<file path="config.mk">
export PLATFORM = sky130hd
export DESIGN_NAME = bms_acc_ram
export DESIGN_NICKNAME = d
export VERILOG_FILES = /design/src/rtl/core/bms_pkg.sv /design/src/rtl/core/bms_acc_ram.sv
export SDC_FILE = /design/constraint.sdc
export NUM_CORES = 1
export LEC_CHECK = 0
export ABC_AREA = 1
export BUFFER_PORTS_ARGS = -buffer_cell sky130_fd_sc_hd__buf_2
export CORE_ASPECT_RATIO = 0.6
export CORE_MARGIN = 1.5
export CORE_UTILIZATION = 40
export CTS_CLUSTER_DIAMETER = 200
export DETAILED_ROUTE_END_ITERATION = 7
export SYNTH_ARGS = -nofsm -noshare
export SYNTH_HDL_FRONTEND = slang
export SYNTH_SLANG_ARGS = --single-unit
</file>
<file path="constraint.sdc">
create_clock -name clk -period 4.8 [get_ports clk]
set_input_delay 0.96 -clock clk [delete_from_list [all_inputs] [get_ports clk]]
set_output_delay 0.96 -clock clk [all_outputs]
set_load 0.1 [all_outputs]
</file>
<file path="src/rtl/core/bms_pkg.sv">
// ============================================================================
// bms_pkg
// Shared widths, limits, reset values and codes of the tiled mean and
// standard deviation block.
// ============================================================================
`default_nettype none

package bms_pkg;

    // Limits of the tile grid and the frame.
    localparam int MAX_X_BLOCKS = 16;
    localparam int MAX_Y_BLOCKS = 64;
    localparam int MAX_DIM      = 4096;

    // Field and register widths.
    localparam int PIX_W   = 8;
    localparam int DIM_W   = 13;
    localparam int XB_W    = 5;
    localparam int YB_W    = 7;
    localparam int POS_W   = 12;
    localparam int BAND_W  = 6;
    localparam int COL_W   = 4;
    localparam int Q_W     = 16;
    localparam int STAT_W  = 2;
    localparam int CIDX_W  = 2;
    localparam int ADDR_W  = $clog2(MAX_X_BLOCKS);

    // Accumulator widths and the entry of the accumulator memory.
    localparam int SUM_W   = 32;
    localparam int SQ_W    = 40;
    localparam int ENTRY_W = SUM_W + SQ_W;

    // Tile size product and the shared divider.
    localparam int N_W      = 25;
    localparam int DVD_W    = 41;
    localparam int DSH_W    = DVD_W - 1;

    // Square root unit.
    localparam int RAD_W    = 82;
    localparam int ROOT_W   = RAD_W / 2;
    localparam int VAR_W    = 66;

    // Output item.
    localparam int OUT_W    = 48;

    // Reset values of the configuration and what follows from them.
    localparam logic [DIM_W-1:0] RST_ROW_WIDTH    = 13'd640;
    localparam logic [DIM_W-1:0] RST_FRAME_HEIGHT = 13'd480;
    localparam logic [XB_W-1:0]  RST_X_BLOCKS     = 5'd4;
    localparam logic [YB_W-1:0]  RST_Y_BLOCKS     = 7'd4;
    localparam int RST_SUBW = 640 / 4;
    localparam int RST_SUBH = 480 / 4;
    localparam logic [DIM_W-1:0] RST_SUB_W   = DIM_W'(RST_SUBW);
    localparam logic [DIM_W-1:0] RST_SUB_H   = DIM_W'(RST_SUBH);
    localparam logic [N_W-1:0]   RST_N       = N_W'(RST_SUBW * RST_SUBH);

    // Result status codes.
    localparam logic [STAT_W-1:0] STAT_OK     = 2'd0;
    localparam logic [STAT_W-1:0] STAT_SIZE   = 2'd1;
    localparam logic [STAT_W-1:0] STAT_BLOCKS = 2'd2;

    // Configuration register indexes.
    localparam logic [CIDX_W-1:0] REG_ROW_WIDTH    = 2'd0;
    localparam logic [CIDX_W-1:0] REG_FRAME_HEIGHT = 2'd1;
    localparam logic [CIDX_W-1:0] REG_X_BLOCKS     = 2'd2;
    localparam logic [CIDX_W-1:0] REG_Y_BLOCKS     = 2'd3;

endpackage

`default_nettype wire

</file>
<file path="src/rtl/core/bms_acc_ram.sv">
// ============================================================================
// bms_acc_ram
// Per-tile accumulator memory: sum in the low bits, sum of squares above.
// One write and one registered read each cycle.
// ============================================================================
`default_nettype none

module bms_acc_ram (
    input  wire logic                        clk,
    input  wire logic                        we,
    input  wire logic [bms_pkg::ADDR_W-1:0]  waddr,
    input  wire logic [bms_pkg::ENTRY_W-1:0] wdata,
    input  wire logic [bms_pkg::ADDR_W-1:0]  raddr,
    output logic      [bms_pkg::ENTRY_W-1:0] rdata
);

    logic [bms_pkg::ENTRY_W-1:0] mem [bms_pkg::MAX_X_BLOCKS];

    // Write port and registered read port.
    always_ff @(posedge clk)
    begin
        if (we)
        begin
            mem[waddr] <= wdata;
        end
        rdata <= mem[raddr];
    end

endmodule

`default_nettype wire

</file>
==> flow_summary.yaml <==
yosys:
  netlist_area_um2: 50800
  synth-seq-cells: 1224
  synth_top_area_cell: "edfxtp_1"
  synth_top_area_share: 0.681
  ys_seq_area_frac: 0.710
  yosysUniqueCellTypes: 15
  yosysWarnings: 0
  syn-num-nets: 4813
  syn_avg_cell_area_um2: 10.7
  synthTopCellsByArea: "edfxtp_1, nand2_1, nand3_1"
  syn_inst: 4731
clocking:
  cts_buffers: 108
  path_clk_slew_ns: 0.07
  cts_root_buf: "clkbuf_16"
  post_cts_resized: 0
  cts_setup_buffers: 0
  hold_buffers: 0
  insertion_delay_ns: 0.71
  cts_tree: "yes"
  clock-sinks: 1224
  cts-htree-levels: 3
  cts_buffer_depth: 3
detailed_routing:
  vias: 31881
  antenna_left: 0
  wl_met1_um: 58700
  routed.top_layer: "met5"
  wl_met2_um: 58000
  wl_um: 127000
  wl_per_cell_um: 19.2
  vias_per_cell: 4.83
  drt_pre_antenna_iters: 5
  wl_met3_um: 7870
  drc: 0
  drtIter0Drc: 3038
cells_and_area:
  finalNonFillerCells: 6607
  syn2layout_area_growth_pct: 11.9
  final_nets: 4896
  fill_cells: 11572
  multi_input_area_um2: 10200
  final_layout_size_suffix_gt1_frac: 0.0809
  register_area_um2: 36000
global_routing:
  track_usage: 0.195
  grt_pass1_wl_um: 192000
  gr-total-overflow: 0
  antenna_found_initial: 16
  grt_pass1_vias: 30305
  grt_max_degree: 181
timing:
  max_slew_margin: 0.249
  worst_clock_skew_ns: 0.0111
  fin_crit_sh: 0.547
  finalWorstSetupSlack_ns: 2.17
  post-route-min-period_ns: 2.63
  setup_tns_ns: 0
  setup_viol: 0
  max_freq_ghz: 0.381
  slew_violations: 0
  rsz0062_at_grt: "no"
  final-hold-violation-count: 0
  tightestPinTransition_ns: 1.12
critical_path:
  max_stage_delay_ns: 0.48
  path_delay_family: "buffers and inverters"
  worstSetupStartpointType: "flip-flop"
  arrival_ns: 1.67
  r2r_slack_ns: 3.64
  cp_max_fo: 1
  rr_startpoint: "mem[7][53]"
  required_ns: 3.84
  crit_slowest_cell: "buf_2"
  crit_path_end_kind: "output port"
  crit_chain: "buf_2"
  r2r_end: "rdata[53]"
  crit_type: "reg -> out"
  r2r_cells: 6
  crit_buf_inv: 1
floorplanning:
  std_cell_rows: 101
  core_area_um2: 126000
  die-area_um2: 129000
  die_x_um: 463
  ioPinCount: 154
  initial_utilization: 0.402
  die_height_um: 279
power:
  total_power_mw: 23.0
  swShare: 0.239
  cellLeakagePower_nw: 24.0
  p_seq_frac: 0.523
  power_per_cell_area_nw_per_um2: 405
  p_switching_mw: 5.50
  pwr-share-comb: 0.080
  clkPwrFrac: 0.397
  irDropWorstVdd_mv: 0.299
  p_int_mw: 17.5
flow_run:
  cap_violations: 0
placed_design:
  gp_congestion: 0.736
  place_inst: 6403
  place_ws_ns: 1.59
  dp.final_hpwl_um: 60500
  io_buffers: 153
hold_path:
  hold_path.class: "in -> reg"
  hold_end: "mem[14][39]"
  holdCritStartpoint: "wdata[39]"
  hold_path_depth: 1
run_status:
  outcome: "finished clean"
==> per-stage QoR <==
stage / area, µm² / util / hold slack (ns)
5_1_grt: 56800 / 0.450 / 0.604
3_5_place_dp: 53100 / 0.421 / 0.638
2_1_floorplan: 50800 / - / 0.607
4_1_cts: 56800 / 0.450 / 0.575
3_3_place_gp: 53100 / 0.421 / 0.621
6_report: 56800 / 0.450 / 0.623
==> cells in the mapped netlist <==
cell type and n:
buf_1 25, buf_2 123, buf_4 54, buf_6 16, clkbuf_1 18, dfxtp_1 72, edfxtp_1 1152, inv_1 866
inv_2 2, inv_4 1, inv_6 1, nand2_1 1517, nand3_1 865, nand3b_1 2, nor2_1 17
==> cell families after synthesis <==
kind of cell / count (synthesis) / synth area share
simple gates: 2401 / 0.199
flops: 1224 / 0.710
buf+inv: 1106 / 0.0913
==> routing by layer <==
metal | global-route usage | up-vias
li1 | - | 15431
met1 | 0.287 | 15258
met2 | 0.306 | 1007
met3 | 0.0287 | 177
met4 | 0.0445 | 8
met5 | 0 | -
==> area by class of cell <==
type | instances | area share
Clock inverter | 61 | 0.0125
Tap cell | 1699 | 0.0374
Inverter | 870 | 0.0583
Timing Repair Buffer | 209 | 0.0253
Antenna cell | 2 | 0.0000881
Multi-Input combinational cell | 2401 | 0.180
Clock buffer | 141 | 0.0524
Sequential cell | 1224 | 0.634
==> registers in the layout, indices dropped and copies added (netlist names) <==
name,count
mem,1152
rdata,72
==> worst max path at each step <==
| stage | start | to | slack [ns] | depth (start not counted) |
|---|---|---|---|---|
| 5_1_grt | rdata[34] | rdata[34] | 2.07 | 1 |
| 2_1_floorplan | waddr[2] | mem[10][0] | 0.11 | 2 |
| 3_5_place_dp | waddr[3] | mem[4][40] | 1.59 | 4 |
| 6_report | rdata[34] | rdata[34] | 2.17 | 1 |
| 4_1_cts | rdata[6] | rdata[6] | 2.11 | 1 |
| 3_3_place_gp | waddr[3] | mem[4][55] | 1.61 | 4 |
==> power by group through the flow <==
stage | combinational (mW) | clock (mW) | sequential (mW)
after global placement | 1.83 | 0 | 12.3
final | 1.84 | 9.13 | 12.0
after global routing | 1.99 | 9.70 | 12.0
after CTS | 1.86 | 9.28 | 12.0
after floorplan | 0.788 | 0 | 12.7
after detailed placement | 1.85 | 0 | 12.3
==> layout by cell type, fill, tap and decap left out, drive strengths merged <==
cell type	Yosys	routed
clkinvlp	0	2
dfxtp	72	72
nand3	865	865
edfxtp	1152	1152
buf	218	209
inv	870	872
nor2	17	17
diode	0	2
clkbuf	18	141
nand3b	2	2
nand2	1517	1517
bufinv	0	15
clkinv	0	42
Power figures use the tool's default switching activity.
