--- config.mk ---
export PLATFORM = sky130hd
export DESIGN_NAME = bms_isqrt
export DESIGN_NICKNAME = d
export VERILOG_FILES = /design/src/rtl/core/bms_pkg.sv /design/src/rtl/core/bms_isqrt.sv
export SDC_FILE = /design/constraint.sdc
export NUM_CORES = 1
export LEC_CHECK = 0
export BUFFER_PORTS_ARGS = -buffer_cell sky130_fd_sc_hd__buf_2
export CAP_MARGIN = 20
export CORE_MARGIN = 4
export CORE_UTILIZATION = 54
export CTS_BUF_LIST = sky130_fd_sc_hd__clkbuf_4 sky130_fd_sc_hd__clkbuf_8
export CTS_CLUSTER_DIAMETER = 50
export DETAILED_ROUTE_END_ITERATION = 16
export PLACE_DENSITY = 0.79
export SLEW_MARGIN = 30
export SYNTH_ARGS = -nofsm -noshare
export SYNTH_HDL_FRONTEND = slang
export SYNTH_SLANG_ARGS = --single-unit
--- constraint.sdc ---
create_clock -name clk -period 3.7 [get_ports clk]
set_clock_uncertainty 0.1 [all_clocks]
set_input_delay 0.74 -clock clk [delete_from_list [all_inputs] [get_ports clk]]
set_output_delay 0.74 -clock clk [all_outputs]
set_load 0.02 [all_outputs]
--- src/rtl/core/bms_pkg.sv ---
// ============================================================================
// bms_pkg
// Shared widths, limits, reset values and codes of the tiled mean and
// standard deviation block.
// ============================================================================
`default_nettype none

package bms_pkg;

    // Limits of the tile grid and the frame.
    localparam int MAX_X_BLOCKS = 16;
    localparam int MAX_Y_BLOCKS = 64;
    localparam int MAX_DIM      = 4096;

    // Field and register widths.
    localparam int PIX_W   = 8;
    localparam int DIM_W   = 13;
    localparam int XB_W    = 5;
    localparam int YB_W    = 7;
    localparam int POS_W   = 12;
    localparam int BAND_W  = 6;
    localparam int COL_W   = 4;
    localparam int Q_W     = 16;
    localparam int STAT_W  = 2;
    localparam int CIDX_W  = 2;
    localparam int ADDR_W  = $clog2(MAX_X_BLOCKS);

    // Accumulator widths and the entry of the accumulator memory.
    localparam int SUM_W   = 32;
    localparam int SQ_W    = 40;
    localparam int ENTRY_W = SUM_W + SQ_W;

    // Tile size product and the shared divider.
    localparam int N_W      = 25;
    localparam int DVD_W    = 41;
    localparam int DSH_W    = DVD_W - 1;

    // Square root unit.
    localparam int RAD_W    = 82;
    localparam int ROOT_W   = RAD_W / 2;
    localparam int VAR_W    = 66;

    // Output item.
    localparam int OUT_W    = 48;

    // Reset values of the configuration and what follows from them.
    localparam logic [DIM_W-1:0] RST_ROW_WIDTH    = 13'd640;
    localparam logic [DIM_W-1:0] RST_FRAME_HEIGHT = 13'd480;
    localparam logic [XB_W-1:0]  RST_X_BLOCKS     = 5'd4;
    localparam logic [YB_W-1:0]  RST_Y_BLOCKS     = 7'd4;
    localparam int RST_SUBW = 640 / 4;
    localparam int RST_SUBH = 480 / 4;
    localparam logic [DIM_W-1:0] RST_SUB_W   = DIM_W'(RST_SUBW);
    localparam logic [DIM_W-1:0] RST_SUB_H   = DIM_W'(RST_SUBH);
    localparam logic [N_W-1:0]   RST_N       = N_W'(RST_SUBW * RST_SUBH);

    // Result status codes.
    localparam logic [STAT_W-1:0] STAT_OK     = 2'd0;
    localparam logic [STAT_W-1:0] STAT_SIZE   = 2'd1;
    localparam logic [STAT_W-1:0] STAT_BLOCKS = 2'd2;

    // Configuration register indexes.
    localparam logic [CIDX_W-1:0] REG_ROW_WIDTH    = 2'd0;
    localparam logic [CIDX_W-1:0] REG_FRAME_HEIGHT = 2'd1;
    localparam logic [CIDX_W-1:0] REG_X_BLOCKS     = 2'd2;
    localparam logic [CIDX_W-1:0] REG_Y_BLOCKS     = 2'd3;

endpackage

`default_nettype wire

--- src/rtl/core/bms_isqrt.sv ---
// ============================================================================
// bms_isqrt
// Integer square root, one root bit per cycle, by the digit-by-digit method.
// ============================================================================
`default_nettype none

module bms_isqrt (
    input  wire logic                       clk,
    input  wire logic                       rst_n,
    input  wire logic                       start,
    input  wire logic [bms_pkg::RAD_W-1:0]  radicand,
    output logic                            done,
    output logic      [bms_pkg::ROOT_W-1:0] root
);

    localparam int REM_W = bms_pkg::ROOT_W + 4;

    logic [bms_pkg::RAD_W-1:0]  rad_reg;
    logic [REM_W-1:0]           rem_reg;
    logic [bms_pkg::ROOT_W-1:0] root_reg;
    logic [5:0]                 cnt_reg;
    logic                       done_reg;
    logic [REM_W-1:0]           rem_sh;
    logic [REM_W-1:0]           trial;
    logic                       fits;

    // Bring down the next two radicand bits and try root*4+1.
    assign rem_sh = {rem_reg[REM_W-3:0], rad_reg[bms_pkg::RAD_W-1 -: 2]};
    assign trial  = {2'b0, root_reg, 2'b01};
    assign fits   = rem_sh >= trial;

    // Iteration control.
    always_ff @(posedge clk or negedge rst_n)
    begin
        if (!rst_n)
        begin
            cnt_reg  <= '0;
            done_reg <= 1'b0;
        end
        else if (start)
        begin
            cnt_reg  <= 6'(bms_pkg::ROOT_W);
            done_reg <= 1'b0;
        end
        else
        begin
            done_reg <= cnt_reg == 6'd1;
            if (cnt_reg != 6'd0)
            begin
                cnt_reg <= cnt_reg - 6'd1;
            end
        end
    end

    // Remainder and root.
    always_ff @(posedge clk)
    begin
        if (start)
        begin
            rad_reg  <= radicand;
            rem_reg  <= '0;
            root_reg <= '0;
        end
        else if (cnt_reg != 6'd0)
        begin
            rem_reg  <= fits ? rem_sh - trial : rem_sh;
            root_reg <= {root_reg[bms_pkg::ROOT_W-2:0], fits};
            rad_reg  <= {rad_reg[bms_pkg::RAD_W-3:0], 2'b0};
        end
    end

    assign done = done_reg;
    assign root = root_reg;

endmodule

`default_nettype wire
==> impl_results.md <==
* Post-synth top cells: dfxtp_1, edfxtp_1, mux2_2
* Core Footprint at 16,600 µm²
* First-pass GRT wire length at 32.6 mm
* Clk slew on worst S/H paths at 0.10 ns
* HPWL after detailed placement at 14.2 mm
* Post-synthesis cell count at 876
* DRC marker count from the first detailed-route iteration at 370
* Status: finished clean
* Sinks on the clock net at 173
* IO Pins at 127
* Maximum number of pins on one net before global-route repair at 86
* Synthesis warning total at 0
* H-tree levels at 4
* Total design power at 7.99 mW
* Worst hold path endpoint: rem_reg[39]$_SDFFE_PP0P_
* Final RePlAce weighted congestion at 0.900
* Path category of the worst min-delay check: register to register
* Aggregate global-route resource usage at 20.2%
* Die height at 139 µm
* Antenna violations before repair at 1
* Final setup vio count at 0
* Peak supply drop at 0.362 mV
* Final ANT Viol Nets at 0
* Data arrival time of the critical path at 3.67 ns
* Number of nets in the finished design at 1,119
* Drt pass-1 iters at 5
* Final critical-path share of the clock period at 91.8%
* Vias in the first global route at 6,818
* Reg-to-Reg Start: root[36]$_SDFFE_PP0P_
* Cell type of the slowest stage on the worst timing path: a2111oi_2
* Family of cells with the greatest summed delay on the critical path: compound AO/OA/AOI/OAI gates
* Detailed-route via count at 6,889
* Sum Neg Setup Slack at 0 ns
* Post-synthesis to final-layout area growth at 13.6%
* Depth of the worst register-to-register path at 14
* Worst Setup Path Type: register to register
* Die area at 19,200 µm²
* Leakage power at 4.40 nW
* Starting Density at 55.4%
* CTS resizes at 0
* Syn avg cell area at 10.5 µm²
* Synthesized flop and latch total at 173
* Register-to-register path setup slack at 0.30 ns
* Async SR Flop Fraction at 4.05%
* Wire length after detailed routing at 19.6 mm
* Clock insertion delay at the later pin of the skew report at 0.47 ns
* Number of flip-flops in the largest register at 82
* Finished layout cell area at 10,500 µm²
* Top flip-flop cell by instance count after synthesis: dfxtp_1
* Highest clock rate at 295 MHz
* Crit path required time at 3.97 ns
* Die span in x at 139 µm
* Minimum clock period after layout at 3.40 ns
* Hold_sp: rem_reg[39]$_SDFFE_PP0P_
* Library cell occupying the most area in the post-synthesis netlist: edfxtp_1
* Maximum fanout along the worst path at 18
* WP buf/inv at 3
* Power Density at 763 nW/µm²
* Fraction of synthesized cell area taken by the top area cell type at 26.7%
* Syn Std Cell Area at 9220 µm²
* Post-Syn Nets at 1,006
* Fin. Hold Viols at 0
* Max transition margin at 50.8%
* Clock tree from TritonCTS: built
* Port Buffer Count at 126
* Distinct cell type count after synthesis at 74
* Number of enable flip-flop cells after synthesis at 82
* Root buf cell: clkbuf_8
* Number of rows created at floorplan at 47
* Setup repair after global routing missed its margin: false
* Share of the yosys chip area belonging to registers at 46.8%
* Maximum clock insertion buffer count at 2
* Dominant cells by area after synthesis: edfxtp_1, dfxtp_1, mux2_2, ha_1, a21oi_1
* Transition time at the pin with the least slew margin at 0.738 ns
* Critical Path End Type: register
* Proportion of layout cells with a drive suffix above 1 at 27.7%
* Slew Viols, Final at 0
* List of cells traversed by the critical path: inv_1 -> ha_1 -> a21o_1 -> a21oi_1 -> o211ai_1 -> a221oi_2 -> o21ai_1 -> a2111oi_2 -> o21ai_4 -> buf_12 -> buf_12 -> o21ai_0 -> a21oi_1 -> a21o_1
* Critical path's largest stage delay at 0.49 ns
* Post-detailed-route via-to-cell ratio at 5.63
* Most numerous cell in the Yosys netlist: dfxtp_1
* Worst Hold Path Cells at 2
* CP Launch Type: register
* Number of clock buffers inserted by TritonCTS at 17
* Routed wire length per instance at 16.1 µm
* Leftover overflow at the end of global routing at 0
* Placed Area at 9980 µm²
* Worst reg2reg path endpoint: rem_reg[29]$_SDFFE_PP0P_
* Max capacitance violation total at 0
* Post-route DRC at 0
## worst max-delay path by stage
stage                          startpoint                       end  cells after the start
CTS                  root[8]$_SDFFE_PP0P_   rem_reg[5]$_SDFFE_PP0P_                     12
finish              root[36]$_SDFFE_PP0P_  rem_reg[29]$_SDFFE_PP0P_                     14
floorplan                           start  rad_reg[0]$_SDFFCE_PN0P_                      6
global placement    root[36]$_SDFFE_PP0P_  rem_reg[10]$_SDFFE_PP0P_                     13
global route        root[36]$_SDFFE_PP0P_  rem_reg[29]$_SDFFE_PP0P_                     14
detailed placement   root[8]$_SDFFE_PP0P_   rem_reg[5]$_SDFFE_PP0P_                     12
## cells in the final DEF (no fill, tap or decap), drive strengths merged, types with 5 or more instances in the layout
master	n
dfrtp	7
o211ai	7
a21o	24
o21a	8
a31oi	7
o22ai	41
a21oi	59
mux2i	20
nor2	47
a221oi	6
inv	58
clkbuf	18
xnor2	17
ha	45
mux2	80
o21ai	57
and2	5
edfxtp	82
nand2b	6
and3	5
xor2	24
dfxtp	84
nor3	8
a22o	9
nand2	63
nand4	10
nor2b	7
nand3	10
buf	142
## kinds of logic (layout without fill, tap and decap cells)
family,count (synthesis),in the layout,share of synthesized area (%)
compound gates,241,241,17.2
simple gates,176,176,9.19
flops,173,173,46.8
mux,100,100,11.9
buf+inv,100,226,4.83
fa+ha+maj,45,45,6.11
xor+xnor,41,41,3.89
other cells,0,1,0
## worst min-delay path: stages (launching register included)
cell,delay [ns]
dfxtp_1,0.33
nand2_1,0.05
o21ai_1,0.05
## area by class of cell
cell class              count  area (µm²)
fillers                  1386        6170
multi-input cells         603        4470
flip-flops and latches    173        4320
repair buffers            143         792
well taps                 220         275
clock buffers              18         248
inverters                  51         194
clock inverters            14         174
diodes                      1        2.50
## per-layer routing
layer | vias to the layer above | global-route usage (%) | wire length, µm
li1 | 3456 | - | -
met1 | 3235 | 25.4 | 8680
met2 | 168 | 33.7 | 9290
met3 | 28 | 6.90 | 1400
met4 | 2 | 5.05 | 242
met5 | - | 0 | 12
## what timing repair did
| action | in CTS | in global routing |
|---|---|---|
| endpoints found under the hold margin | 7 | 0 |
| setup buffers | 0 | 6 |
| hold buffers | 1 | 0 |
| setup endpoints to repair | 0 | 21 |
## through the flow
| stage | hold slack (ns) | cells | setup slack, ns | util, % |
|---|---|---|---|---|
| 4_1_cts | 0.359 | 1216 | 0.167 | 62.5 |
| 3_3_place_gp | 0.359 | 1183 | 0.249 | 59.9 |
| 5_1_grt | 0.369 | 1222 | 0.0711 | 62.9 |
| 2_1_floorplan | 0.342 | 876 | 0.520 | - |
| 6_report | 0.372 | 1223 | 0.305 | 62.9 |
| 3_5_place_dp | 0.360 | 1183 | 0.189 | 59.9 |
## power breakdown
group | internal, mW | leakage [nW] | switching [mW]
Combinational | 1.90 | 2.54 | 2.22
Clock | 0.591 | 0.206 | 0.788
Sequential | 2.32 | 1.65 | 0.181
Total | 4.81 | 4.40 | 3.19
No activity file was read; power rests on OpenSTA's default activity.
