===== src/rtl/core/bms_pkg.sv =====
// ============================================================================
// bms_pkg
// Shared widths, limits, reset values and codes of the tiled mean and
// standard deviation block.
// ============================================================================
`default_nettype none

package bms_pkg;

    // Limits of the tile grid and the frame.
    localparam int MAX_X_BLOCKS = 16;
    localparam int MAX_Y_BLOCKS = 64;
    localparam int MAX_DIM      = 4096;

    // Field and register widths.
    localparam int PIX_W   = 8;
    localparam int DIM_W   = 13;
    localparam int XB_W    = 5;
    localparam int YB_W    = 7;
    localparam int POS_W   = 12;
    localparam int BAND_W  = 6;
    localparam int COL_W   = 4;
    localparam int Q_W     = 16;
    localparam int STAT_W  = 2;
    localparam int CIDX_W  = 2;
    localparam int ADDR_W  = $clog2(MAX_X_BLOCKS);

    // Accumulator widths and the entry of the accumulator memory.
    localparam int SUM_W   = 32;
    localparam int SQ_W    = 40;
    localparam int ENTRY_W = SUM_W + SQ_W;

    // Tile size product and the shared divider.
    localparam int N_W      = 25;
    localparam int DVD_W    = 41;
    localparam int DSH_W    = DVD_W - 1;

    // Square root unit.
    localparam int RAD_W    = 82;
    localparam int ROOT_W   = RAD_W / 2;
    localparam int VAR_W    = 66;

    // Output item.
    localparam int OUT_W    = 48;

    // Reset values of the configuration and what follows from them.
    localparam logic [DIM_W-1:0] RST_ROW_WIDTH    = 13'd640;
    localparam logic [DIM_W-1:0] RST_FRAME_HEIGHT = 13'd480;
    localparam logic [XB_W-1:0]  RST_X_BLOCKS     = 5'd4;
    localparam logic [YB_W-1:0]  RST_Y_BLOCKS     = 7'd4;
    localparam int RST_SUBW = 640 / 4;
    localparam int RST_SUBH = 480 / 4;
    localparam logic [DIM_W-1:0] RST_SUB_W   = DIM_W'(RST_SUBW);
    localparam logic [DIM_W-1:0] RST_SUB_H   = DIM_W'(RST_SUBH);
    localparam logic [N_W-1:0]   RST_N       = N_W'(RST_SUBW * RST_SUBH);

    // Result status codes.
    localparam logic [STAT_W-1:0] STAT_OK     = 2'd0;
    localparam logic [STAT_W-1:0] STAT_SIZE   = 2'd1;
    localparam logic [STAT_W-1:0] STAT_BLOCKS = 2'd2;

    // Configuration register indexes.
    localparam logic [CIDX_W-1:0] REG_ROW_WIDTH    = 2'd0;
    localparam logic [CIDX_W-1:0] REG_FRAME_HEIGHT = 2'd1;
    localparam logic [CIDX_W-1:0] REG_X_BLOCKS     = 2'd2;
    localparam logic [CIDX_W-1:0] REG_Y_BLOCKS     = 2'd3;

endpackage

`default_nettype wire


===== src/rtl/core/bms_div.sv =====
// ============================================================================
// bms_div
// Restoring divider, one quotient bit per cycle. Gives a 16-bit quotient
// that saturates at all ones, and the remainder when it does not saturate.
// ============================================================================
`default_nettype none

module bms_div (
    input  wire logic                      clk,
    input  wire logic                      rst_n,
    input  wire logic                      start,
    input  wire logic [bms_pkg::DVD_W-1:0] dividend,
    input  wire logic [bms_pkg::N_W-1:0]   divisor,
    output logic                           done,
    output logic      [bms_pkg::Q_W-1:0]   quot,
    output logic      [bms_pkg::N_W-1:0]   rem
);

    logic [bms_pkg::DVD_W-1:0] rem_reg;
    logic [bms_pkg::DSH_W-1:0] dsh_reg;
    logic [bms_pkg::Q_W-1:0]   q_reg;
    logic                      sat_reg;
    logic [4:0]                cnt_reg;
    logic                      done_reg;
    logic                      fits;

    // The trial subtrahend is the divisor shifted to the current bit.
    assign fits = rem_reg >= {1'b0, dsh_reg};

    // Iteration control.
    always_ff @(posedge clk or negedge rst_n)
    begin
        if (!rst_n)
        begin
            cnt_reg  <= '0;
            done_reg <= 1'b0;
        end
        else if (start)
        begin
            cnt_reg  <= 5'd16;
            done_reg <= 1'b0;
        end
        else
        begin
            done_reg <= cnt_reg == 5'd1;
            if (cnt_reg != 5'd0)
            begin
                cnt_reg <= cnt_reg - 5'd1;
            end
        end
    end

    // Partial remainder and quotient.
    always_ff @(posedge clk)
    begin
        if (start)
        begin
            rem_reg <= dividend;
            dsh_reg <= {divisor, 15'b0};
            sat_reg <= dividend >= {divisor, 16'b0};
            q_reg   <= '0;
        end
        else if (cnt_reg != 5'd0)
        begin
            if (fits)
            begin
                rem_reg <= rem_reg - {1'b0, dsh_reg};
            end
            q_reg   <= {q_reg[bms_pkg::Q_W-2:0], fits};
            dsh_reg <= {1'b0, dsh_reg[bms_pkg::DSH_W-1:1]};
        end
    end

    assign done = done_reg;
    assign quot = sat_reg ? '1 : q_reg;
    assign rem  = rem_reg[bms_pkg::N_W-1:0];

endmodule

`default_nettype wire


===== config.mk =====
export PLATFORM = sky130hd
export DESIGN_NAME = bms_div
export DESIGN_NICKNAME = d
export VERILOG_FILES = /design/src/rtl/core/bms_pkg.sv /design/src/rtl/core/bms_div.sv
export SDC_FILE = /design/constraint.sdc
export NUM_CORES = 1
export LEC_CHECK = 0
export ABC_AREA = 1
export BUFFER_PORTS_ARGS = -buffer_cell sky130_fd_sc_hd__buf_2
export CAP_MARGIN = 20
export CORE_MARGIN = 2
export CORE_UTILIZATION = 50
export DETAILED_ROUTE_END_ITERATION = 12
export HOLD_SLACK_MARGIN = 0.03
export MAX_ROUTING_LAYER = met4
export PLACE_DENSITY = 0.73
export RECOVER_POWER = 50
export SLEW_MARGIN = 10
export SYNTH_ARGS = -nofsm -noshare
export SYNTH_HDL_FRONTEND = slang
export SYNTH_SLANG_ARGS = --single-unit
export TNS_END_PERCENT = 100

===== constraint.sdc =====
create_clock -name clk -period 2.9 [get_ports clk]
set_clock_uncertainty 0.1 [all_clocks]
set_input_delay 0.58 -clock clk [delete_from_list [all_inputs] [get_ports clk]]
set_output_delay 0.58 -clock clk [all_outputs]
set_load 0.01 [all_outputs]

==> metrics.md, run 1 <==
| Metric | Value |
|---|---|
| Outcome | finished, final reports clean |
| Worst-path cell with the longest stage delay | edfxtp_1 |
| Total Power | 10.9 mW |
| Xor/xnor cell area share of the yosys netlist | under 10% |
| Flop2flop setup slack | about 0.3 ns |
| Commonest register cell after synthesis | edfxtp_1 |
| FF-to-FF path depth | 12 |
| Row Count | 47 |
| Fin crit share | 89.7% |
| Most frequent cells after synthesis | 432 x nand2_1, 253 x inv_1, 83 x o21ai_0 |
| WL per Instance | 13.5 um |
| Critical Path End | rem_reg[28] |
| Yosys top cell area share | 23.6% |
| Max_slew headroom | 19.0% |
| Synth top area cells | edfxtp_1 24%, nand2_1 19%, inv_1 11% |
| Clk Latency, worst-skew pair | 0.37 ns |
| Largest net degree at the start of global routing | 73 |
| Layout fillers | 1,695 |
| Max Freq | 0.384 GHz |
| Post-Route WL | 21,600 um |
| Dpl cells | 1,580 |
| First-pass GRT wire length | ~35,000 um |
| Setup ws final | 0.299 ns |
| Flip-flop count of the largest register after layout | 41 |
| Crit Reg-Reg Startpoint | rem_reg[6] |
| Post-synthesis sequential area ratio | 32.7% |
| CP delay by family, top | simple AND/OR/NAND/NOR gates |
| Final min period | 2.60 ns |
| Post-route ant nets | 0 |
| Initial antenna violation count | 0 |
| Via density per instance | 5.00 |
| Top-count cell post-synth | nand2_1 |
| Mux cell area share after synthesis | 0% |
| CTS tree | done |
| Final Max Tran Viols | 0 |
| Worst slack, placed | about 0.38 ns |
| Cell mode on critical path | nand2_1 |
| Max-Cap Viols | 0 |
| YS warnings | 0 |
| WP depth | 12 |
| Antenna Cells | 0 |
| Die area | 18,100 um2 |
| Setup crit start | rem_reg[6] |
| Nets@finish | 1,509 |
| WP buf/inv | 1 |
| DRT iter0 DRCs | 555 |
| Critical setup path kind | register to register |
| Initial Util | 51.2% |
| CTS root buf | clkbuf_16 |
| # IOs | 111 |
| Unrepaired setup endpoints after global routing | false |
| Hold slack | 0.371 ns |
| Total setup violations reported at the end of the flow | 0 |
| Synth Area in Compound Gates | 10.4% |
| Worst setup SP type | register |
| Gp weighted congestion | 1.04 |
| Syn avg cell area | 6.57 um2 |
| Tightest Hold Check Type | register to register |
| Register bit total from synthesis | about 100 |
| CP max stage delay | between 0.4 and 0.5 ns |
| Drt drc | 0 |
| Die height | 135 um |
| Max FO, Critical Path | 41 |
| Leakage | 5.00 nW |
| Non-Filler Instances | 1,597 |
| CTS Buf Count | 9 |
| Synth Area in Adders | about a tenth |
| Mapped Cells | 1,296 |
| Reg clk slew, reported paths | ~0.070 ns |
| Congestion Overflow GR | 0 |
| First-pass iteration count of the detailed router | 6 |
| Worst-path cell chain | ha_1 > nand2_1 > nor2_1 > nand3_1 > nand3_1 > nand2_1 > nand3_1 > nand2_1 > nand2_1 > nand2_1 > nand2_1 > buf_12 |
| Total GRT Usage | 25.1% |
| Critical register-to-register path endpoint | rem_reg[28] |
| Hpwl dp | between 15,000 and 20,000 um |
| Max H-tree Level | 3 |
| Share of layout cells above drive strength 1 | about 8.4% |
| Number of global-route vias before repair | 7,486 |
| Syn Std Cell Area | 8520 um2 |
| Power Density | 1160 nW/um2 |
| Die W | between 100 and 150 um |
| Asr flop ratio synth | under 10% |
| Port bufs | 110 |
| Maximum root-to-sink buffer count | 2 |
| Setup TNS | 0 ns |
| Layout overhead on the synthesized area | 9.79% |
| Final count of hold timing violations | 0 |
| Largest family of logic cells by synthesized area | simple AND/OR/NAND/NOR gates |
| Number of library cell types mapped by synthesis | 36 |
| Synthesized Nets | 1,433 |
| Setup crit end kind | register |
| EDFF count, synth | 67 |
| Core ar. | 16,600 um2 |
| Crit path DAT | approximately 2.6 ns |
| Tightest Pin Transition | 1.21 ns |
| CP required | 2.85 ns |
| Post-synth top area cell | edfxtp_1 |
| Clk sinks | roughly 100 |
| VDD IR max | 0.524 mV |
| Simple-gate share of the synthesized area | 31.1% |
| Vias | 7,986 |
==> worst min-delay path, delay by kind of cell, from the launching register on <==
family	cells	cell delay, ns
AOI/OAI and AO/OA	1	0.05
buffers and inverters	1	0.06
DFF	1	0.31
==> metal layers <==
| metal | routed length, um | GRT usage, % | vias up |
|---|---|---|---|
| li1 | - | - | 4178 |
| met1 | 10300 | 32.8 | 3553 |
| met2 | 9530 | 40.0 | 209 |
| met3 | 1070 | 3.60 | 46 |
| met4 | 655 | 8.83 | 0 |
| met5 | 0 | - | - |
==> final cells by class <==
cell class | instances | area [um2] | share of cell area (%)
Multi-Input combinational cell | 886 | 4470 | 47.8
Sequential cell | 104 | 2780 | 29.8
Inverter | 254 | 953 | 10.2
Timing Repair Buffer | 117 | 554 | 5.93
Tap cell | 220 | 275 | 2.94
Clock buffer | 10 | 250 | 2.68
Clock inverter | 6 | 65.1 | 0.696
==> stage by stage <==
stage,utilization (%),instance area [um2]
3_5_place_dp,54.7,9110
3_3_place_gp,54.7,9110
4_1_cts,56.7,9440
5_1_grt,56.2,9350
6_report,56.2,9350
2_1_floorplan,-,8520
==> cell usage in the layout, fill, tap and decap left out, types with 2 or more instances in the layout <==
master	instances
edfxtp_1	67
dfxtp_1	31
or2_2	8
clkbuf_1	45
clkbuf_16	10
nand2_2	6
nand3_1	63
or2_1	5
o31ai_1	2
a21oi_1	77
nor2_2	5
nand3_2	6
o21a_1	2
nor3_1	4
nand4_1	10
inv_8	2
buf_4	2
xnor2_1	8
xor2_1	2
nand2_1	435
ha_1	67
o21bai_1	2
o21ai_1	4
and2_1	2
clkbuf_2	3
o21ai_0	83
clkinv_4	2
nor4_1	6
nor2_4	2
dfrtp_1	6
nor2_1	80
buf_2	65
inv_1	253
==> cell families (layout without fill, tap and decap cells) <==
logic type / count (synthesis) / count (layout)
compound gates: 173 / 173
simple gates: 635 / 635
flops: 104 / 104
xor+xnor: 10 / 10
fa+ha+maj: 68 / 68
buf+inv: 306 / 387
==> worst min path at each step <==
| stage | startpoint | slack (ns) | cells past startpoint | endpoint |
|---|---|---|---|---|
| floorplan | rst_n | 0.18 | 0 | cnt_reg[0] |
| global placement | rst_n | 0.32 | 1 | done |
| detailed placement | rst_n | 0.31 | 1 | done |
| CTS | divisor[24] | 0.37 | 3 | dsh_reg[39] |
| global route | q_reg[10] | 0.39 | 2 | q_reg[10] |
| finish | q_reg[7] | 0.37 | 2 | q_reg[7] |
==> power by group <==
part           internal (mW)  switching, mW  leakage (nW)  total (mW)
Clock                  0.661          0.620         0.155        1.28
Combinational           2.34           4.61          3.80        6.95
Sequential              2.36          0.266          1.05        2.63
Total                   5.36           5.50          5.00        10.9
==> timing repair <==
| action | in CTS | in global routing |
|---|---|---|
| buffers inserted | 0 | 0 |
| hold buffers | 1 | 0 |
| resized for setup | 0 | 0 |
| endpoints found under the hold margin | 6 | 0 |
| setup endpoints to repair | 0 | 0 |
No activity file was read; power rests on OpenSTA's default activity.
==> run 2: changes to the inputs <==
--- a/config.mk
+++ b/config.mk
@@ -5,7 +5,6 @@
 export SDC_FILE = /design/constraint.sdc
 export NUM_CORES = 1
 export LEC_CHECK = 0
-export ABC_AREA = 1
 export BUFFER_PORTS_ARGS = -buffer_cell sky130_fd_sc_hd__buf_2
 export CAP_MARGIN = 20
 export CORE_MARGIN = 2
@@ -13,7 +12,7 @@
 export DETAILED_ROUTE_END_ITERATION = 12
 export HOLD_SLACK_MARGIN = 0.03
 export MAX_ROUTING_LAYER = met4
-export PLACE_DENSITY = 0.73
+export PLACE_DENSITY = 0.74
 export RECOVER_POWER = 50
 export SLEW_MARGIN = 10
 export SYNTH_ARGS = -nofsm -noshare
==> metrics.md, run 2 <==
| Metric | Value |
|---|---|
| Outcome | finished, final reports clean |
| Die W | 127 um |
| Register bit total from synthesis | 104 |
| WP buf/inv | 1 |
| Nets@finish | roughly 1,200 |
| Cell mode on critical path | a21oi_2 |
| Most frequent cells after synthesis | 142 x nand2_1, 77 x a21oi_1, 76 x inv_1 |
| Hpwl dp | 14,300 um |
| CTS tree | done |
| Setup ws final | 0.0297 ns |
| Initial Util | between 50% and 60% |
| Yosys top cell area share | 26.7% |
| Layout overhead on the synthesized area | 23.2% |
| Most frequent cells in the layout | 140 x nand2_1, 91 x buf_2, 76 x inv_1 |
| Post-Route WL | between 15,000 and 20,000 um |
| Worst setup SP type | register |
| Crit path DAT | 2.85 ns |
| # IOs | 111 |
| CP required | 2.88 ns |
| Total setup violations reported at the end of the flow | 0 |
| Share of layout cells above drive strength 1 | 25.2% |
| Fin crit share | a little over nine tenths |
| Total GRT Usage | 24.5% |
| Worst-path cell chain | ha_1 > o21a_1 > o2111ai_2 > a21oi_2 > o21ai_2 > o22ai_4 > o21ai_4 > o31ai_4 > a21oi_2 > nand2_4 > clkbuf_16 |
| First-pass iteration count of the detailed router | 6 |
| Top-count cell post-synth | nand2_1 |
| Clk Latency, worst-skew pair | between 0.3 and 0.4 ns |
| DRT iter0 DRCs | 451 |
| Max Freq | between 0.3 and 0.4 GHz |
| CTS Buf Count | 9 |
| Core ar. | between 10,000 and 15,000 um2 |
| Die height | 127 um |
| Max-Cap Viols | 0 |
| Number of global-route vias before repair | between 6,000 and 7,000 |
| Congestion Overflow GR | 0 |
| Die area | 16,100 um2 |
| Most common cell after layout, fill and taps aside | nand2_1 |
| Number of library cell types mapped by synthesis | 56 |
| Max FO, Critical Path | 8 |
| Final min period | 2.87 ns |
| Maximum root-to-sink buffer count | 2 |
| Drt drc | 0 |
| Port bufs | 110 |
| Unrepaired setup endpoints after global routing | true |
| Largest net degree at the start of global routing | 57 |
| Post-synthesis sequential area ratio | 36.9% |
| Leakage | 4.21 nW |
| Placed cell areas | 8570 um2 |
| Critical setup path kind | register to register |
| Reg clk slew, reported paths | 0.07 ns |
| VDD IR max | 0.537 mV |
| Power Density | 1130 nW/um2 |
| Final count of hold timing violations | 0 |
| Final Util | between 60% and 70% |
| Setup crit end kind | register |
| Worst-path cell with the longest stage delay | edfxtp_1 |
| Design area | 9290 um2 |
| Clk sinks | 104 |
| Flip-flop count of the largest register after layout | slightly above 40 |
| Mapped Cells | around 890 |
| Syn Std Cell Area | 7530 um2 |
| WL per Instance | ~16 um |
| Syn avg cell area | 8.46 um2 |
| Via density per instance | 5.50 |
| Max H-tree Level | 3 |
| Post-route ant nets | 0 |
| Asr flop ratio synth | 5.77% |
| YS warnings | 0 |
| CTS root buf | clkbuf_16 |
| Synth top area cells | edfxtp_1 27%, ha_1 11%, dfxtp_1 8.2% |
| Initial antenna violation count | 0 |
| CP delay by family, top | compound AO/OA/AOI/OAI gates |
| Commonest register cell after synthesis | edfxtp_1 |
| Tightest Hold Check Type | register to register |
| First-pass GRT wire length | 30,900 um |
| CP max stage delay | 0.42 ns |
| Final Max Tran Viols | 0 |
| Vias | roughly 6,700 |
| Worst slack, placed | -0.118 ns |
| Row Count | 44 |
| Synthesized Nets | 1,028 |
| EDFF count, synth | 67 |
| Gp weighted congestion | 0.931 |
| Post-synth top area cell | edfxtp_1 |
| Antenna Cells | 0 |
| Max_slew headroom | 43.8% |
| Tightest Pin Transition | 0.843 ns |
## run 2: cell families (layout without fill, tap and decap cells)
family | count (synthesis) | count (layout) | share of synthesized area (%)
xor+xnor | 34 | 34 | 3.95
mux | 28 | 28 | 3.72
buf+inv | 138 | 285 | 8.17
compound gates | 219 | 219 | 18.1
fa+ha+maj | 68 | 68 | 11.4
simple gates | 300 | 300 | 17.8
flops | 104 | 104 | 36.9
## run 2: final cells by class
class / count / area [um2]
repair buffers: 193 / 1200
clock inverters: 6 / 48.8
multi-input cells: 649 / 4490
well taps: 184 / 230
fillers: 1265 / 5360
inverters: 76 / 285
flip-flops and latches: 104 / 2780
clock buffers: 10 / 250
## run 2: metrics by stage
| stage | instances | setup TNS [ns] | hold slack, ns | power, mW |
|---|---|---|---|---|
| 2_1_floorplan | 891 | 0 | 0.184 | 6.75 |
| 3_3_place_gp | 1193 | -0.500 | 0.311 | 8.36 |
| 4_1_cts | 1210 | 0 | 0.355 | 9.80 |
| 5_1_grt | 1222 | -3.90 | 0.389 | 11.3 |
| 6_report | 1222 | 0 | 0.358 | 10.5 |
| 3_5_place_dp | 1193 | -4.92 | 0.308 | 8.46 |
## run 2: metal layers
layer / global-route usage [%] / up-vias / share of wire [%] / wire (um)
met3: 3.80 / 32 / 5.8 / 1100
li1: - / 3359 / - / -
met2: 40.1 / 228 / 48 / 9250
met1: 31.5 / 3105 / 44 / 8430
met5: - / - / 0 / 0
met4: 7.43 / 0 / 2.0 / 386
## run 2: worst reg2reg max path: cells and delay by family, from the launching register on
family | cells | cell delay, ns
AOI/OAI and AO/OA | 8 | 1.41
DFF | 1 | 0.42
adders and majority gates | 1 | 0.33
buffers and inverters | 1 | 0.19
and+or+nand+nor | 1 | 0.16
## run 2: worst paths after layout
kind / start / end / slack, ns / cells past startpoint
setup / recovery: rem_reg[6] / rem_reg[3] / 0.03 / 11
hold / removal: q_reg[15] / q_reg[15] / 0.36 / 2
setup reg to reg: rem_reg[6] / rem_reg[3] / 0.03 / 11
hold reg to reg: q_reg[15] / q_reg[15] / 0.36 / 2
max in group asynchronous: rst_n / cnt_reg[0] / 1.92 / 2
min in group asynchronous: rst_n / done / 0.53 / 2
## run 2: where the power goes
part | leakage [nW] | total, mW | internal [mW] | switching, mW
Combinational | 3.02 | 6.66 | 2.96 | 3.70
Sequential | 1.04 | 2.59 | 2.27 | 0.313
Clock | 0.150 | 1.25 | 0.647 | 0.607
Total | 4.21 | 10.5 | 5.88 | 4.62
## run 2: timing repair
item                                    in CTS  in global routing
buffers inserted                             0                 11
hold buffers                                 1                  0
endpoints found under the hold margin        6                  0
gates cloned                                 0                  1
endpoints found under the setup margin      52                 61
pin swaps                                    1                 36
gates resized for setup                      8                 50
==> run 3: changes to the inputs <==
--- a/config.mk
+++ b/config.mk
@@ -5,7 +5,7 @@
 export SDC_FILE = /design/constraint.sdc
 export NUM_CORES = 1
 export LEC_CHECK = 0
-export BUFFER_PORTS_ARGS = -buffer_cell sky130_fd_sc_hd__buf_2
+export BUFFER_PORTS_ARGS = -buffer_cell sky130_fd_sc_hd__buf_4
 export CAP_MARGIN = 20
 export CORE_MARGIN = 2
 export CORE_UTILIZATION = 50
==> metrics.md, run 3 (synthesized netlist as in run 2, its figures left out) <==
| Metric | Value |
|---|---|
| Outcome | finished, violations left |
| Failing checks | setup timing |
| Die area | between 15,000 and 20,000 um2 |
| Total Power | 10.4 mW |
| CP delay by family, top | compound AO/OA/AOI/OAI gates |
| Tightest Hold Check Type | register to register |
| VDD IR max | 0.439 mV |
| Clk sinks | 104 |
| Worst-path cell chain | ha_4 > buf_6 > o211ai_1 > a21o_1 > a21oi_2 > o21ai_2 > o22ai_2 > o21ai_2 > o31ai_4 > a21oi_2 > nand2_4 > clkbuf_16 |
| Critical setup path kind | register to register |
| Gp weighted congestion | 0.982 |
| Max_slew headroom | 57.6% |
| Clk Latency, worst-skew pair | 0.36 ns |
| Reg area | 2790 um2 |
| Initial antenna violation count | 0 |
| Total GRT Usage | about a quarter |
| Total setup violations reported at the end of the flow | 34 |
| CTS Buf Count | 9 |
| Drt drc | 0 |
| Most common cell after layout, fill and taps aside | buf_4 |
| Final count of hold timing violations | 0 |
| Crit path DAT | 2.92 ns |
| First-pass iteration count of the detailed router | 5 |
| Max Freq | ~0.34 GHz |
| DRT iter0 DRCs | 534 |
| Multi-input gate area | 4370 um2 |
| Final Max Tran Viols | 0 |
| Top Layer Used | met4 |
| Met2 WL post-DR | 9370 um |
| Antenna Cells | 0 |
| Layout fillers | 1,255 |
| Setup crit end kind | register |
| CTS root buf | clkbuf_16 |
| Share of layout cells above drive strength 1 | 24.1% |
| Max-Cap Viols | 0 |
| Worst-path cell with the longest stage delay | edfxtp_1 |
| First-pass GRT wire length | 30,900 um |
| Power Density | 1110 nW/um2 |
| Nets@finish | 1,166 |
| Maximum root-to-sink buffer count | 2 |
| # IOs | roughly 110 |
| CTS tree | done |
| Fin crit share | 101% |
| Vias | 6,751 |
| Most frequent cells in the layout | 163 x buf_4, 141 x nand2_1, 76 x inv_1 |
| Leakage | 4.28 nW |
| Layout overhead on the synthesized area | 24.8% |
| Post-route ant nets | 0 |
| Initial Util | 51.5% |
| Die W | 127 um |
| WL per Instance | 16.0 um |
| Row Count | 44 |
| Number of global-route vias before repair | 6,447 |
| Worst setup SP type | register |
| Max FO, Critical Path | 8 |
| Max H-tree Level | 3 |
| CP max stage delay | 0.45 ns |
| Core ar. | ~15,000 um2 |
| Hpwl dp | approximately 14,000 um |
| Met3 WL | 934 um |
| Reg clk slew, reported paths | 0.08 ns |
| Setup TNS | -0.587 ns |
| Die height | 127 um |
| Met1 Wirelength | 8640 um |
| Port bufs | 110 |
| Post-Route WL | 19,400 um |
| Congestion Overflow GR | 0 |
| Tightest Pin Transition | 0.636 ns |
| Largest net degree at the start of global routing | 66 |
| CP required | between 2 and 3 ns |
| Unrepaired setup endpoints after global routing | true |
| Flip-flop count of the largest register after layout | 41 |
| Setup ws final | -0.0311 ns |
| WP buf/inv | 2 |
| Via density per instance | approximately 5.5 |
| Final min period | 2.93 ns |
run 3: per-layer routing:
| layer | vias up | track usage, % |
|---|---|---|
| met5 | - | - |
| met2 | 214 | 40.0 |
| li1 | 3360 | - |
| met3 | 35 | 2.66 |
| met4 | 0 | 8.99 |
| met1 | 3142 | 31.4 |
run 3: worst paths after layout:
check | startpoint | endpoint | slack [ns] | cells after the start
min in group asynchronous | rst_n | cnt_reg[0] | 0.54 | 2
min reg2reg | q_reg[15] | q_reg[15] | 0.35 | 2
min | q_reg[15] | q_reg[15] | 0.35 | 2
max in group asynchronous | rst_n | done | 1.91 | 2
max | rem_reg[4] | rem_reg[4] | -0.03 | 12
max reg2reg | rem_reg[4] | rem_reg[4] | -0.03 | 12
run 3: stage by stage:
| step | cells | cell area (um2) | utilization (%) | setup slack (ns) | hold slack, ns |
|---|---|---|---|---|---|
| finish | 1218 | 9400 | 64.2 | -0.0311 | 0.354 |
| global placement | 1192 | 8860 | 60.5 | -0.138 | 0.291 |
| global route | 1218 | 9400 | 64.2 | -0.107 | 0.389 |
| detailed placement | 1192 | 8860 | 60.5 | -0.175 | 0.292 |
| floorplan | 891 | 7550 | - | 0.0369 | 0.184 |
| CTS | 1210 | 9210 | 62.9 | 0.00290 | 0.354 |
run 3: worst reg2reg max path, stage by stage, from the launching register on:
cell and delay [ns]:
edfxtp_1 0.45, ha_4 0.32, buf_6 0.09, o211ai_1 0.08
a21o_1 0.20, a21oi_2 0.17, o21ai_2 0.09, o22ai_2 0.23
o21ai_2 0.12, o31ai_4 0.32, a21oi_2 0.13, nand2_4 0.16
clkbuf_16 0.20
run 3: power by group:
part / switching (mW) / internal [mW] / leakage (nW)
combinational: 3.64 / 2.93 / 3.10
clock: 0.635 / 0.604 / 0.145
sequential: 0.313 / 2.27 / 1.04
run 3: final cells by class:
type | instances | share of cell area [%]
Multi-Input combinational cell | 649 | 46.5
Sequential cell | 104 | 29.6
Timing Repair Buffer | 189 | 15.3
Inverter | 76 | 3.03
Tap cell | 184 | 2.45
Clock buffer | 9 | 2.39
Clock inverter | 7 | 0.692
run 3: what timing repair did:
item,4_1_cts,5_1_grt
hold buffers,1,0
cloned,0,1
hold endpoints to repair,6,0
setup buffers,1,7
gates resized for setup,9,39
endpoints found under the setup margin,51,60
pin swaps,4,15
